### src/rtl/cst_pkg.sv
// ----------------------------------------------------------------------------
// Counting semaphore table package
// Shared types, codes and helper functions for the semaphore table unit.
// ----------------------------------------------------------------------------
package cst_pkg;

    localparam int OP_W        = 2;
    localparam int REQUESTER_W = 3;
    localparam int INDEX_W     = 5;
    localparam int COUNT_W     = 16;
    localparam int STATUS_W    = 3;
    localparam int RESULT_W    = 4;

    // Width of the slice of the free map that is examined per cycle.
    localparam int GROUP_W  = 16;
    localparam int GROUP_AW = 4;

    localparam logic [COUNT_W-1:0]        COUNT_MAX = '1;
    localparam logic signed [INDEX_W-1:0] NEW_INDEX = -5'sd1;

    typedef enum logic [OP_W-1:0] {
        OP_GET  = 2'd0,
        OP_FREE = 2'd1,
        OP_DOWN = 2'd2,
        OP_UP   = 2'd3
    } op_t;

    typedef enum logic [STATUS_W-1:0] {
        ST_OK          = 3'd0,
        ST_ERROR       = 3'd1,
        ST_NO_SLOT     = 3'd2,
        ST_NONE_FREE   = 3'd3,
        ST_BAD_INDEX   = 3'd4,
        ST_WOULD_BLOCK = 3'd5
    } status_t;

    typedef enum logic [1:0] {
        S_IDLE   = 2'd0,
        S_EVAL   = 2'd1,
        S_SEARCH = 2'd2,
        S_RESP   = 2'd3
    } state_t;

    typedef struct packed {
        logic [OP_W-1:0]               operation;
        logic [REQUESTER_W-1:0]        requester;
        logic signed [INDEX_W-1:0]     sem_index;
        logic [COUNT_W-1:0]            start_count;
    } req_t;

    // Position of the lowest set bit; zero when no bit is set.
    function automatic logic [GROUP_AW-1:0] lowest_set(input logic [GROUP_W-1:0] vec);
        logic [GROUP_AW-1:0] pos;
        pos = '0;
        for (int i = GROUP_W - 1; i >= 0; i--)
        begin
            if (vec[i])
            begin
                pos = GROUP_AW'(i);
            end
        end
        return pos;
    endfunction

endpackage

### src/rtl/cst_if.sv
// ----------------------------------------------------------------------------
// Semaphore table channel interfaces
// Valid/ready channels for the request and the response transactions.
// ----------------------------------------------------------------------------
interface cst_req_if;
    logic                                  valid;
    logic                                  ready;
    logic [cst_pkg::OP_W-1:0]              operation;
    logic [cst_pkg::REQUESTER_W-1:0]       requester;
    logic signed [cst_pkg::INDEX_W-1:0]    sem_index;
    logic [cst_pkg::COUNT_W-1:0]           start_count;

    modport source (output valid, operation, requester, sem_index, start_count,
                    input ready);
    modport sink   (input valid, operation, requester, sem_index, start_count,
                    output ready);
endinterface

interface cst_rsp_if;
    logic                              valid;
    logic                              ready;
    logic [cst_pkg::STATUS_W-1:0]      status;
    logic [cst_pkg::RESULT_W-1:0]      result_index;

    modport source (output valid, status, result_index, input ready);
    modport sink   (input valid, status, result_index, output ready);
endinterface

### src/rtl/cst_sem_store.sv
// ----------------------------------------------------------------------------
// Semaphore entry store
// Count and reference count per semaphore in a synchronous, registered-read memory,
// with an in-use flag per entry that stands in for the cleared reset state.
// ----------------------------------------------------------------------------
module cst_sem_store #(
    parameter int DEPTH  = 16,
    parameter int ADDR_W = 4,
    parameter int REF_W  = 6
) (
    input  logic                          clk,
    input  logic                          rst_n,
    input  logic                          rd_en,
    input  logic [ADDR_W-1:0]             rd_addr,
    output logic [cst_pkg::COUNT_W-1:0]   rd_count,
    output logic [REF_W-1:0]              rd_ref,
    input  logic                          we,
    input  logic [ADDR_W-1:0]             wr_addr,
    input  logic [cst_pkg::COUNT_W-1:0]   wr_count,
    input  logic [REF_W-1:0]              wr_ref,
    output logic [DEPTH-1:0]              in_use
);

    logic [cst_pkg::COUNT_W+REF_W-1:0] sem_mem [DEPTH];
    logic [cst_pkg::COUNT_W+REF_W-1:0] rd_data_reg;
    logic [DEPTH-1:0]                  in_use_reg;
    logic                              rd_in_use_reg;

    always_ff @(posedge clk)
    begin
        if (we)
        begin
            sem_mem[wr_addr] <= {wr_count, wr_ref};
        end
        if (rd_en)
        begin
            rd_data_reg <= sem_mem[rd_addr];
        end
    end

    // An entry whose reference count is zero is free; its stored count is
    // never consulted, so the flag alone gives the reset contents.
    always_ff @(posedge clk or negedge rst_n)
    begin
        if (!rst_n)
        begin
            in_use_reg    <= '0;
            rd_in_use_reg <= 1'b0;
        end
        else
        begin
            if (we)
            begin
                in_use_reg[wr_addr] <= (wr_ref != '0);
            end
            if (rd_en)
            begin
                rd_in_use_reg <= in_use_reg[rd_addr];
            end
        end
    end

    assign rd_count = rd_data_reg[cst_pkg::COUNT_W+REF_W-1:REF_W];
    assign rd_ref   = rd_in_use_reg ? rd_data_reg[REF_W-1:0] : '0;
    assign in_use   = in_use_reg;

endmodule

### src/rtl/cst_slot_store.sv
// ----------------------------------------------------------------------------
// Requester slot store
// One row of held-semaphore tags per requester in a synchronous, registered-read
// memory; a row that was never written reads as all empty.
// ----------------------------------------------------------------------------
module cst_slot_store #(
    parameter int ROWS   = 8,
    parameter int ADDR_W = 3,
    parameter int ROW_W  = 20
) (
    input  logic              clk,
    input  logic              rst_n,
    input  logic              rd_en,
    input  logic [ADDR_W-1:0] rd_addr,
    output logic [ROW_W-1:0]  rd_row,
    input  logic              we,
    input  logic [ADDR_W-1:0] wr_addr,
    input  logic [ROW_W-1:0]  wr_row
);

    logic [ROW_W-1:0] slot_mem [ROWS];
    logic [ROW_W-1:0] rd_data_reg;
    logic [ROWS-1:0]  row_valid_reg;
    logic             rd_valid_reg;

    always_ff @(posedge clk)
    begin
        if (we)
        begin
            slot_mem[wr_addr] <= wr_row;
        end
        if (rd_en)
        begin
            rd_data_reg <= slot_mem[rd_addr];
        end
    end

    always_ff @(posedge clk or negedge rst_n)
    begin
        if (!rst_n)
        begin
            row_valid_reg <= '0;
            rd_valid_reg  <= 1'b0;
        end
        else
        begin
            if (we)
            begin
                row_valid_reg[wr_addr] <= 1'b1;
            end
            if (rd_en)
            begin
                rd_valid_reg <= row_valid_reg[rd_addr];
            end
        end
    end

    assign rd_row = rd_valid_reg ? rd_data_reg : '0;

endmodule

### src/rtl/counting_semaphore_table_unit.sv
// ----------------------------------------------------------------------------
// Counting semaphore table unit
// Requests enter on the req channel (operation, requester, sem_index,
// start_count) and each produces exactly one response transaction on the rsp
// channel (status, result_index). One request is processed at a time: it is
// accepted in the idle state, its semaphore entry and requester slot row are
// read in the same cycle, and the next cycle evaluates it and, on success,
// writes back the entry and, where it changes, the slot row; a get of a new
// semaphore instead scans the free map for the lowest free entry, in groups
// of 16 entries, and writes there. The response state then loads the result
// into the output register.
// The output register lets the next request be accepted while a response
// still waits; if the receiver stalls longer, the following response holds
// the unit in its response state and req.ready stays low.
// Reset clears the in-use flags and slot-row valid flags, so every semaphore
// starts free with no holders; no clearing pass is needed.
// ----------------------------------------------------------------------------
module counting_semaphore_table_unit #(
    parameter int NUM_SEMS            = 16,
    parameter int SLOTS_PER_REQUESTER = 4,
    parameter int NUM_REQUESTERS      = 8
) (
    input  logic      clk,
    input  logic      rst_n,
    cst_req_if.sink   req,
    cst_rsp_if.source rsp
);

    localparam int SEM_AW  = $clog2(NUM_SEMS);
    localparam int REQ_AW  = (NUM_REQUESTERS > 1) ? $clog2(NUM_REQUESTERS) : 1;
    localparam int SLOT_AW = (SLOTS_PER_REQUESTER > 1) ? $clog2(SLOTS_PER_REQUESTER) : 1;
    // A tag holds the semaphore number plus one; zero marks an empty slot.
    localparam int TAG_W   = $clog2(NUM_SEMS + 1);
    localparam int ROW_W   = SLOTS_PER_REQUESTER * TAG_W;
    localparam int REF_W   = $clog2(NUM_REQUESTERS * SLOTS_PER_REQUESTER + 1);
    localparam int NUM_GROUPS = (NUM_SEMS + cst_pkg::GROUP_W - 1) / cst_pkg::GROUP_W;
    localparam int GRP_W   = (NUM_GROUPS > 1) ? $clog2(NUM_GROUPS) : 1;
    localparam int PAD_W   = NUM_GROUPS * cst_pkg::GROUP_W;
    localparam logic [GRP_W-1:0] LAST_GRP = GRP_W'(NUM_GROUPS - 1);

    cst_pkg::state_t  state_reg, state_next;
    cst_pkg::req_t    req_reg;
    cst_pkg::status_t status_reg, status_next;
    logic [cst_pkg::RESULT_W-1:0] result_reg, result_next;
    logic [GRP_W-1:0] grp_reg, grp_next;
    logic             out_valid_reg, out_valid_next;
    logic [cst_pkg::STATUS_W-1:0] out_status_reg;
    logic [cst_pkg::RESULT_W-1:0] out_index_reg;

    logic accept;
    logic out_load;
    logic go_search;

    // Entry store signals.
    logic [cst_pkg::COUNT_W-1:0] sem_count;
    logic [REF_W-1:0]            sem_ref;
    logic                        sem_we;
    logic [SEM_AW-1:0]           sem_wr_addr;
    logic [cst_pkg::COUNT_W-1:0] sem_wr_count;
    logic [REF_W-1:0]            sem_wr_ref;
    logic [NUM_SEMS-1:0]         in_use;

    // Slot store signals.
    logic [ROW_W-1:0] slot_row;
    logic             slot_we;
    logic [ROW_W-1:0] slot_wr_row;

    // Decoded request.
    logic [3:0]        idx_mag;
    logic [SEM_AW-1:0] idx_addr;
    logic [TAG_W-1:0]  idx_tag;
    logic              idx_in_range;
    logic              is_new;
    logic              req_ok;
    logic              sem_held;

    // Slot row search.
    logic               any_empty;
    logic [SLOT_AW-1:0] empty_pos;
    logic               any_match;
    logic [SLOT_AW-1:0] match_pos;

    // Free entry scan, one group of entries per cycle.
    logic [NUM_SEMS-1:0]                free_vec;
    logic [PAD_W-1:0]                   free_pad;
    logic [cst_pkg::GROUP_W-1:0]        grp_vec;
    logic                               grp_found;
    logic [cst_pkg::GROUP_AW-1:0]       found_pos;
    logic [SEM_AW-1:0]                  found_entry;
    logic [TAG_W-1:0]                   found_tag;

    assign accept = req.valid && req.ready;

    cst_sem_store #(
        .DEPTH  (NUM_SEMS),
        .ADDR_W (SEM_AW),
        .REF_W  (REF_W)
    ) u_sem_store (
        .clk      (clk),
        .rst_n    (rst_n),
        .rd_en    (accept),
        .rd_addr  (SEM_AW'(req.sem_index[3:0])),
        .rd_count (sem_count),
        .rd_ref   (sem_ref),
        .we       (sem_we),
        .wr_addr  (sem_wr_addr),
        .wr_count (sem_wr_count),
        .wr_ref   (sem_wr_ref),
        .in_use   (in_use)
    );

    cst_slot_store #(
        .ROWS   (NUM_REQUESTERS),
        .ADDR_W (REQ_AW),
        .ROW_W  (ROW_W)
    ) u_slot_store (
        .clk     (clk),
        .rst_n   (rst_n),
        .rd_en   (accept),
        .rd_addr (REQ_AW'(req.requester)),
        .rd_row  (slot_row),
        .we      (slot_we),
        .wr_addr (REQ_AW'(req_reg.requester)),
        .wr_row  (slot_wr_row)
    );

    // Request decode. The range checks guard every use of the read data, so
    // reads at an out-of-range address are harmless.
    assign idx_mag      = req_reg.sem_index[3:0];
    assign idx_addr     = SEM_AW'(idx_mag);
    assign idx_tag      = TAG_W'(idx_mag) + TAG_W'(1);
    assign idx_in_range = !req_reg.sem_index[cst_pkg::INDEX_W-1] &&
                          ({28'd0, idx_mag} < 32'(NUM_SEMS));
    assign is_new       = (req_reg.sem_index == cst_pkg::NEW_INDEX);
    assign req_ok       = ({29'd0, req_reg.requester} < 32'(NUM_REQUESTERS));
    assign sem_held     = (sem_ref != '0);

    // Lowest empty slot and lowest slot holding the requested semaphore.
    always_comb
    begin
        any_empty = 1'b0;
        empty_pos = '0;
        any_match = 1'b0;
        match_pos = '0;
        for (int k = SLOTS_PER_REQUESTER - 1; k >= 0; k--)
        begin
            if (slot_row[k*TAG_W +: TAG_W] == '0)
            begin
                any_empty = 1'b1;
                empty_pos = SLOT_AW'(k);
            end
            if (slot_row[k*TAG_W +: TAG_W] == idx_tag)
            begin
                any_match = 1'b1;
                match_pos = SLOT_AW'(k);
            end
        end
    end

    // Free map scan. Padding bits past the last entry read as taken.
    assign free_vec    = ~in_use;
    assign free_pad    = PAD_W'(free_vec);
    assign grp_vec     = free_pad[grp_reg*cst_pkg::GROUP_W +: cst_pkg::GROUP_W];
    assign grp_found   = |grp_vec;
    assign found_pos   = cst_pkg::lowest_set(grp_vec);
    assign found_entry = SEM_AW'({grp_reg, found_pos});
    assign found_tag   = TAG_W'(found_entry) + TAG_W'(1);

    // Evaluation and write-back. Any failing status leaves both stores as
    // they are; only the success paths raise a write enable.
    always_comb
    begin
        status_next  = status_reg;
        result_next  = result_reg;
        go_search    = 1'b0;
        sem_we       = 1'b0;
        sem_wr_addr  = idx_addr;
        sem_wr_count = sem_count;
        sem_wr_ref   = sem_ref;
        slot_we      = 1'b0;
        slot_wr_row  = slot_row;
        case (state_reg)
            cst_pkg::S_EVAL:
            begin
                status_next = cst_pkg::ST_OK;
                result_next = '0;
                if (req_reg.operation == cst_pkg::OP_GET)
                begin
                    if (!is_new && !idx_in_range)
                    begin
                        status_next = cst_pkg::ST_BAD_INDEX;
                    end
                    else if (!req_ok)
                    begin
                        status_next = cst_pkg::ST_ERROR;
                    end
                    else if (is_new)
                    begin
                        if (!any_empty)
                        begin
                            status_next = cst_pkg::ST_NO_SLOT;
                        end
                        else
                        begin
                            go_search = 1'b1;
                        end
                    end
                    else if (!sem_held)
                    begin
                        status_next = cst_pkg::ST_ERROR;
                    end
                    else if (!any_empty)
                    begin
                        status_next = cst_pkg::ST_NO_SLOT;
                    end
                    else
                    begin
                        sem_we      = 1'b1;
                        sem_wr_ref  = sem_ref + REF_W'(1);
                        slot_we     = 1'b1;
                        slot_wr_row[empty_pos*TAG_W +: TAG_W] = idx_tag;
                        result_next = cst_pkg::RESULT_W'(idx_mag);
                    end
                end
                else if (!idx_in_range || !req_ok || !sem_held || !any_match)
                begin
                    status_next = cst_pkg::ST_ERROR;
                end
                else
                begin
                    case (req_reg.operation)
                        cst_pkg::OP_FREE:
                        begin
                            sem_we     = 1'b1;
                            sem_wr_ref = sem_ref - REF_W'(1);
                            slot_we    = 1'b1;
                            slot_wr_row[match_pos*TAG_W +: TAG_W] = '0;
                        end
                        cst_pkg::OP_DOWN:
                        begin
                            if (sem_count == '0)
                            begin
                                status_next = cst_pkg::ST_WOULD_BLOCK;
                            end
                            else
                            begin
                                sem_we       = 1'b1;
                                sem_wr_count = sem_count - cst_pkg::COUNT_W'(1);
                            end
                        end
                        cst_pkg::OP_UP:
                        begin
                            // Saturates at the maximum count.
                            sem_we = 1'b1;
                            if (sem_count != cst_pkg::COUNT_MAX)
                            begin
                                sem_wr_count = sem_count + cst_pkg::COUNT_W'(1);
                            end
                        end
                        default:
                        begin
                        end
                    endcase
                end
            end
            cst_pkg::S_SEARCH:
            begin
                if (grp_found)
                begin
                    sem_we       = 1'b1;
                    sem_wr_addr  = found_entry;
                    sem_wr_count = req_reg.start_count;
                    sem_wr_ref   = REF_W'(1);
                    slot_we      = 1'b1;
                    slot_wr_row[empty_pos*TAG_W +: TAG_W] = found_tag;
                    result_next  = cst_pkg::RESULT_W'(found_entry);
                    status_next  = cst_pkg::ST_OK;
                end
                else if (grp_reg == LAST_GRP)
                begin
                    status_next = cst_pkg::ST_NONE_FREE;
                end
            end
            default:
            begin
            end
        endcase
    end

    // Next state.
    always_comb
    begin
        state_next = state_reg;
        grp_next   = grp_reg;
        case (state_reg)
            cst_pkg::S_IDLE:
            begin
                if (accept)
                begin
                    state_next = cst_pkg::S_EVAL;
                end
            end
            cst_pkg::S_EVAL:
            begin
                grp_next   = '0;
                state_next = go_search ? cst_pkg::S_SEARCH : cst_pkg::S_RESP;
            end
            cst_pkg::S_SEARCH:
            begin
                if (grp_found || (grp_reg == LAST_GRP))
                begin
                    state_next = cst_pkg::S_RESP;
                end
                else
                begin
                    grp_next = grp_reg + GRP_W'(1);
                end
            end
            cst_pkg::S_RESP:
            begin
                if (out_load)
                begin
                    state_next = cst_pkg::S_IDLE;
                end
            end
            default:
            begin
                state_next = cst_pkg::S_IDLE;
            end
        endcase
    end

    // Handshake outputs and the response register load.
    always_comb
    begin
        req.ready      = (state_reg == cst_pkg::S_IDLE);
        out_load       = (state_reg == cst_pkg::S_RESP) && (!out_valid_reg || rsp.ready);
        out_valid_next = out_load || (out_valid_reg && !rsp.ready);
    end

    always_ff @(posedge clk or negedge rst_n)
    begin
        if (!rst_n)
        begin
            state_reg     <= cst_pkg::S_IDLE;
            grp_reg       <= '0;
            out_valid_reg <= 1'b0;
        end
        else
        begin
            state_reg     <= state_next;
            grp_reg       <= grp_next;
            out_valid_reg <= out_valid_next;
        end
    end

    always_ff @(posedge clk)
    begin
        if (accept)
        begin
            req_reg.operation   <= req.operation;
            req_reg.requester   <= req.requester;
            req_reg.sem_index   <= req.sem_index;
            req_reg.start_count <= req.start_count;
        end
        status_reg <= status_next;
        result_reg <= result_next;
        if (out_load)
        begin
            out_status_reg <= status_reg;
            out_index_reg  <= result_reg;
        end
    end

    assign rsp.valid        = out_valid_reg;
    assign rsp.status       = out_status_reg;
    assign rsp.result_index = out_index_reg;

`ifndef SYNTHESIS
    // A new semaphore is only searched for when the requester has a free slot.
    a_search_has_slot: assert property (@(posedge clk) disable iff (!rst_n)
        (state_reg == cst_pkg::S_SEARCH) |-> any_empty)
        else $error("free-entry scan started without an empty requester slot");

    a_grp_range: assert property (@(posedge clk) disable iff (!rst_n)
        (state_reg == cst_pkg::S_SEARCH) |-> (grp_reg <= LAST_GRP))
        else $error("free-entry scan ran past the last group");

    a_write_ok: assert property (@(posedge clk) disable iff (!rst_n)
        sem_we |-> (status_next == cst_pkg::ST_OK))
        else $error("entry written by a failing request");

    a_slot_with_entry: assert property (@(posedge clk) disable iff (!rst_n)
        slot_we |-> sem_we)
        else $error("slot row changed without a reference count update");

    a_block_on_down: assert property (@(posedge clk) disable iff (!rst_n)
        ((state_reg == cst_pkg::S_RESP) && (status_reg == cst_pkg::ST_WOULD_BLOCK))
        |-> (req_reg.operation == cst_pkg::OP_DOWN))
        else $error("would-block status on an operation other than down");
`endif

endmodule

### src/flat_wrapper.sv
// flat-port wrapper written by rule: the top's interface ports become plain ports
module counting_semaphore_table_unit_flat 
#(
    parameter int NUM_SEMS            = 16,
    parameter int SLOTS_PER_REQUESTER = 4,
    parameter int NUM_REQUESTERS      = 8
)
  (clk, rst_n, req_valid, req_operation, req_requester, req_sem_index, req_start_count, req_ready, rsp_valid, rsp_status, rsp_result_index, rsp_ready);
  cst_req_if req_i ();
  cst_rsp_if rsp_i ();
  input  logic clk;
  input  logic rst_n;
  input wire logic [$bits(req_i.valid)-1:0] req_valid;
  input wire logic [$bits(req_i.operation)-1:0] req_operation;
  input wire logic [$bits(req_i.requester)-1:0] req_requester;
  input wire logic [$bits(req_i.sem_index)-1:0] req_sem_index;
  input wire logic [$bits(req_i.start_count)-1:0] req_start_count;
  output wire logic [$bits(req_i.ready)-1:0] req_ready;
  output wire logic [$bits(rsp_i.valid)-1:0] rsp_valid;
  output wire logic [$bits(rsp_i.status)-1:0] rsp_status;
  output wire logic [$bits(rsp_i.result_index)-1:0] rsp_result_index;
  input wire logic [$bits(rsp_i.ready)-1:0] rsp_ready;
  assign req_i.valid = req_valid;
  assign req_i.operation = req_operation;
  assign req_i.requester = req_requester;
  assign req_i.sem_index = req_sem_index;
  assign req_i.start_count = req_start_count;
  assign req_ready = req_i.ready;
  assign rsp_valid = rsp_i.valid;
  assign rsp_status = rsp_i.status;
  assign rsp_result_index = rsp_i.result_index;
  assign rsp_i.ready = rsp_ready;
  counting_semaphore_table_unit #(.NUM_SEMS(NUM_SEMS), .SLOTS_PER_REQUESTER(SLOTS_PER_REQUESTER), .NUM_REQUESTERS(NUM_REQUESTERS)) u_core (.clk(clk), .rst_n(rst_n), .req(req_i), .rsp(rsp_i));
endmodule
### config.mk
export PLATFORM = sky130hd
export DESIGN_NAME = counting_semaphore_table_unit_flat
export DESIGN_NICKNAME = d
export VERILOG_FILES = /design/src/rtl/cst_pkg.sv /design/src/rtl/cst_if.sv /design/src/rtl/cst_sem_store.sv /design/src/rtl/cst_slot_store.sv /design/src/rtl/counting_semaphore_table_unit.sv /design/src/flat_wrapper.sv
export SDC_FILE = /design/constraint.sdc
export NUM_CORES = 1
export LEC_CHECK = 0
export BUFFER_PORTS_ARGS = -buffer_cell sky130_fd_sc_hd__buf_2
export CAP_MARGIN = 20
export CORE_MARGIN = 1
export CORE_UTILIZATION = 55
export CTS_CLUSTER_DIAMETER = 30
export DETAILED_ROUTE_END_ITERATION = 12
export PLACE_DENSITY = 0.76
export RECOVER_POWER = 25
export SETUP_SLACK_MARGIN = 0.3
export SLEW_MARGIN = 20
export SYNTH_ARGS = -nofsm -noshare
export SYNTH_HDL_FRONTEND = slang
export SYNTH_SLANG_ARGS = --single-unit
### constraint.sdc
create_clock -name clk -period 7.7 [get_ports clk]
set_input_delay 0.77 -clock clk [delete_from_list [all_inputs] [get_ports clk]]
set_output_delay 0.77 -clock clk [all_outputs]
set_load 0.05 [all_outputs]
==> run metrics <==
share of post-route cells with drive strength above 1=26.0%; number of synthesized flops with an enable pin=594; Clock Pin Slew Worst Setup and Hold Paths=0.06 ns; library cell appearing most often on the critical path=sky130_fd_sc_hd__inv_1; largest buffer count on any clock path=3; ratio of routed vias to standard cells=6.80; power density over the cells=389 mW/mm^2; net switching power=4030 uW; arrival time at the worst endpoint=6.39 ns; sequential group share of total power=39.2%; met3 Track Usage GR=7.24%; I/O pins=39; slowest library cell on the worst path=sky130_fd_sc_hd__clkbuf_1; fin crit share=79.2%; total of max-cap violations=13; chip width=225 um; drt wl/cell=29.2 um; GRT Max-Usage Layer=met2; combinational share of power=22.5%; CTS tree=yes; Die Outline Area=0.0508 mm^2; cell types occupying the most area after synthesis=sky130_fd_sc_hd__edfxtp_1 (65%), sky130_fd_sc_hd__mux4_2 (13%), sky130_fd_sc_hd__dfrtp_1 (2.7%), sky130_fd_sc_hd__nand2_1 (1.3%), sky130_fd_sc_hd__o21ai_0 (1.2%); Peak supply drop=0.296 mV; R2R Setup Slk=1.60 ns; met1 routing resource usage after global routing=41.1%; y dimension of the die=225 um; number of core rows=81; family with the most delay on the worst path=buffers and inverters; Yosys warning count=0; global-route wire length before repair=108 mm; mean cell area of the mapped netlist=16.8 um^2; met2 layer usage reported by global route=45.5%; startpoint types=flop; post-place setup slack=2.76 ns; setup repair after global routing missed its margin=no; Tot Pwr=12,600 uW; number of max-slew violations in the final report=427; antenna violations before repair=0; CTS-repair resized insts=0; growth of design area from synthesis to finish=17.5%; total routing usage reported by global routing=29.5%; largest registers in the final layout=u_core.u_sem_store.sem_mem (352), u_core.u_slot_store.slot_mem (160); crit path kind=flop to flop; Max Fanout on Critical Path=26; result of the run=complete, but fails checks; transition time at the pin with the least slew margin=3.64 ns; ordered cell list for the critical path=inv_1, ha_1, clkbuf_1, inv_1, nor2_1, o21ai_0, a2111oi_4, buf_4; count of antenna-violating nets left after detailed routing=0; leakage power=0.0105 uW; pin count of the biggest net entering global routing=63; standard cell core area=0.0491 mm^2; diode insertion count for antenna repair=0; most frequent standard cell in the layout excluding fill and tap cells=sky130_fd_sc_hd__edfxtp_1; Clk pwr share=38.3%; final wirelength=72.4 mm; overall overflow remaining after global route=0; detailed router's first-iteration violation count=2,523; clock latency on the worst-skew pair=0.65 ns; detailed-router iteration count before antenna repair=8; biggest area consumer among synthesized cells=sky130_fd_sc_hd__edfxtp_1; share of synthesized registers carrying an async set or reset=4.81%; hold crit path type=input pin to flop; Net Sw Frac=32.1%; flip-flop and latch count after synthesis=624; Clock Tree Root=sky130_fd_sc_hd__clkbuf_16; setup total negative slack=0 ns; DP Area=0.0286 mm^2; minimum period implied by the final worst setup slack=6.10 ns; final design instance area without fill=0.0323 mm^2; number of unique standard cell types used by synthesis=95; input/output buffers=38; number of buffers created by CTS=105; cts hold-fix bufs=0; CP max stage delay=1.16 ns; cell count after synthesis=1,630; routed vias=16,883; number of flip-flops in the largest register=352; buffers inserted by post-CTS timing repair=0; headroom to the max-slew limit=-143%; number of failing setup endpoints in the final timing report=0; Worst Skew=0.0332 ns; internal power component=8530 uW; synthesized netlist net count=1,675; gpl congestion=0.921; data required time of the critical path=8.00 ns; failing checks=max-capacitance violations, max-slew violations; H-tree Lvls=3; via count of the first global-routing pass=16,870; sort of element at the end of the critical path=flop; Initial Util=55.9%; final-stage net count=1,769; final cell utilization of the core=65.8%; placed wire-length estimate=40.6 mm; flip-flop cell with the highest count after synthesis=sky130_fd_sc_hd__edfxtp_1; total count of hold-check failures in the final report=0; DRC=0; commonest cells after routing, fill and taps aside=sky130_fd_sc_hd__edfxtp_1 (594), sky130_fd_sc_hd__mux4_2 (157), sky130_fd_sc_hd__clkbuf_16 (107); most flop-heavy register=u_core.u_sem_store.sem_mem; area share of the largest cell type after synthesis=65.0%; CP Buf/Inv Count=4; # clock sinks=624; setup slack after layout=1.60 ns; sequential fraction of the synthesis area=67.7%; post-synthesis instance area=0.0274 mm^2; Max Freq=164 MHz
==> area by class of cell <==
cell class / instances / area, um^2
well taps: 664 / 831
clock inverters: 87 / 968
flip-flops and latches: 624 / 18600
multi-input cells: 873 / 8500
clock buffers: 113 / 2740
fillers: 3270 / 16800
inverters: 34 / 128
repair buffers: 86 / 507
==> path summary, 6_finish.rpt <==
path | start | to | depth (start not counted)
worst max-delay path | u_core.state_reg[1]$_DFFE_PN0P_ | u_core.u_sem_store.sem_mem[9][9]$_DFFE_PP_ | 8
worst min-delay path | req_start_count[8] | u_core.req_reg[8]$_DFFE_PP_ | 1
worst max register to register | u_core.state_reg[1]$_DFFE_PN0P_ | u_core.u_sem_store.sem_mem[9][9]$_DFFE_PP_ | 8
worst min register to register | u_core.result_reg[2]$_DFFE_PP_ | u_core.rsp.result_index[2]$_DFFE_PP_ | 0
max in group asynchronous | rst_n | u_core.u_sem_store.in_use[13]$_DFFE_PN0P_ | 1
min in group asynchronous | rst_n | u_core.u_sem_store.in_use[3]$_DFFE_PN0P_ | 1
==> power groups by stage <==
stage	Combinational [uW]	Sequential, uW	Clock [uW]
after detailed placement	2750	4950	0
final	2830	4920	4810
after floorplan	1810	4880	0
after global placement	2650	4940	0
after CTS	2780	4900	4850
after global routing	3000	4940	4990
==> cell usage after synthesis, drive strengths merged, types with 10 or more instances <==
cell,number
mux2,21
dfrtp,30
and3,14
ha,15
buf,37
a21oi,34
nor2,72
o22ai,21
nand4,14
o31ai,11
a31oi,41
nand2b,12
nand2,93
clkbuf,62
a22o,13
and2,12
nand3,31
mux4,157
nor4,12
nor3,28
o21ai,79
a22oi,11
a211oi,16
inv,32
xnor2,19
edfxtp,594
a2111oi,10
==> routing by layer <==
layer	vias up	routed length, um	share of wire [%]
li1	6922	-	-
met1	8578	28200	39
met2	1177	34000	47
met3	206	7800	11
met4	0	2400	3.3
met5	-	0	0
==> cell families after synthesis <==
kind of cell / count (synthesis) / share of synthesized area (%)
AOI/OAI and AO/OA: 320 / 8.54
DFF: 624 / 67.7
adders and majority gates: 15 / 0.684
buffers and inverters: 133 / 2.02
and+or+nand+nor: 331 / 6.13
xor gates and xnor gates: 26 / 1.03
muxes: 181 / 13.9
==> through the flow <==
stage               cells  hold WS [ns]
finish               2481         0.290
global route         2481         0.267
CTS                  2480         0.185
detailed placement   2280         0.408
global placement     2278         0.408
floorplan            1630         0.400
==> worst reg2reg max path: stages, from the launching register on <==
cell	delay [ns]
sky130_fd_sc_hd__dfrtp_1	0.40
sky130_fd_sc_hd__inv_1	0.11
sky130_fd_sc_hd__ha_1	0.15
sky130_fd_sc_hd__clkbuf_1	1.16
sky130_fd_sc_hd__inv_1	0.75
sky130_fd_sc_hd__nor2_1	0.80
sky130_fd_sc_hd__o21ai_0	1.05
sky130_fd_sc_hd__a2111oi_4	0.83
sky130_fd_sc_hd__buf_4	0.50
(Power assumes the default switching activity.)
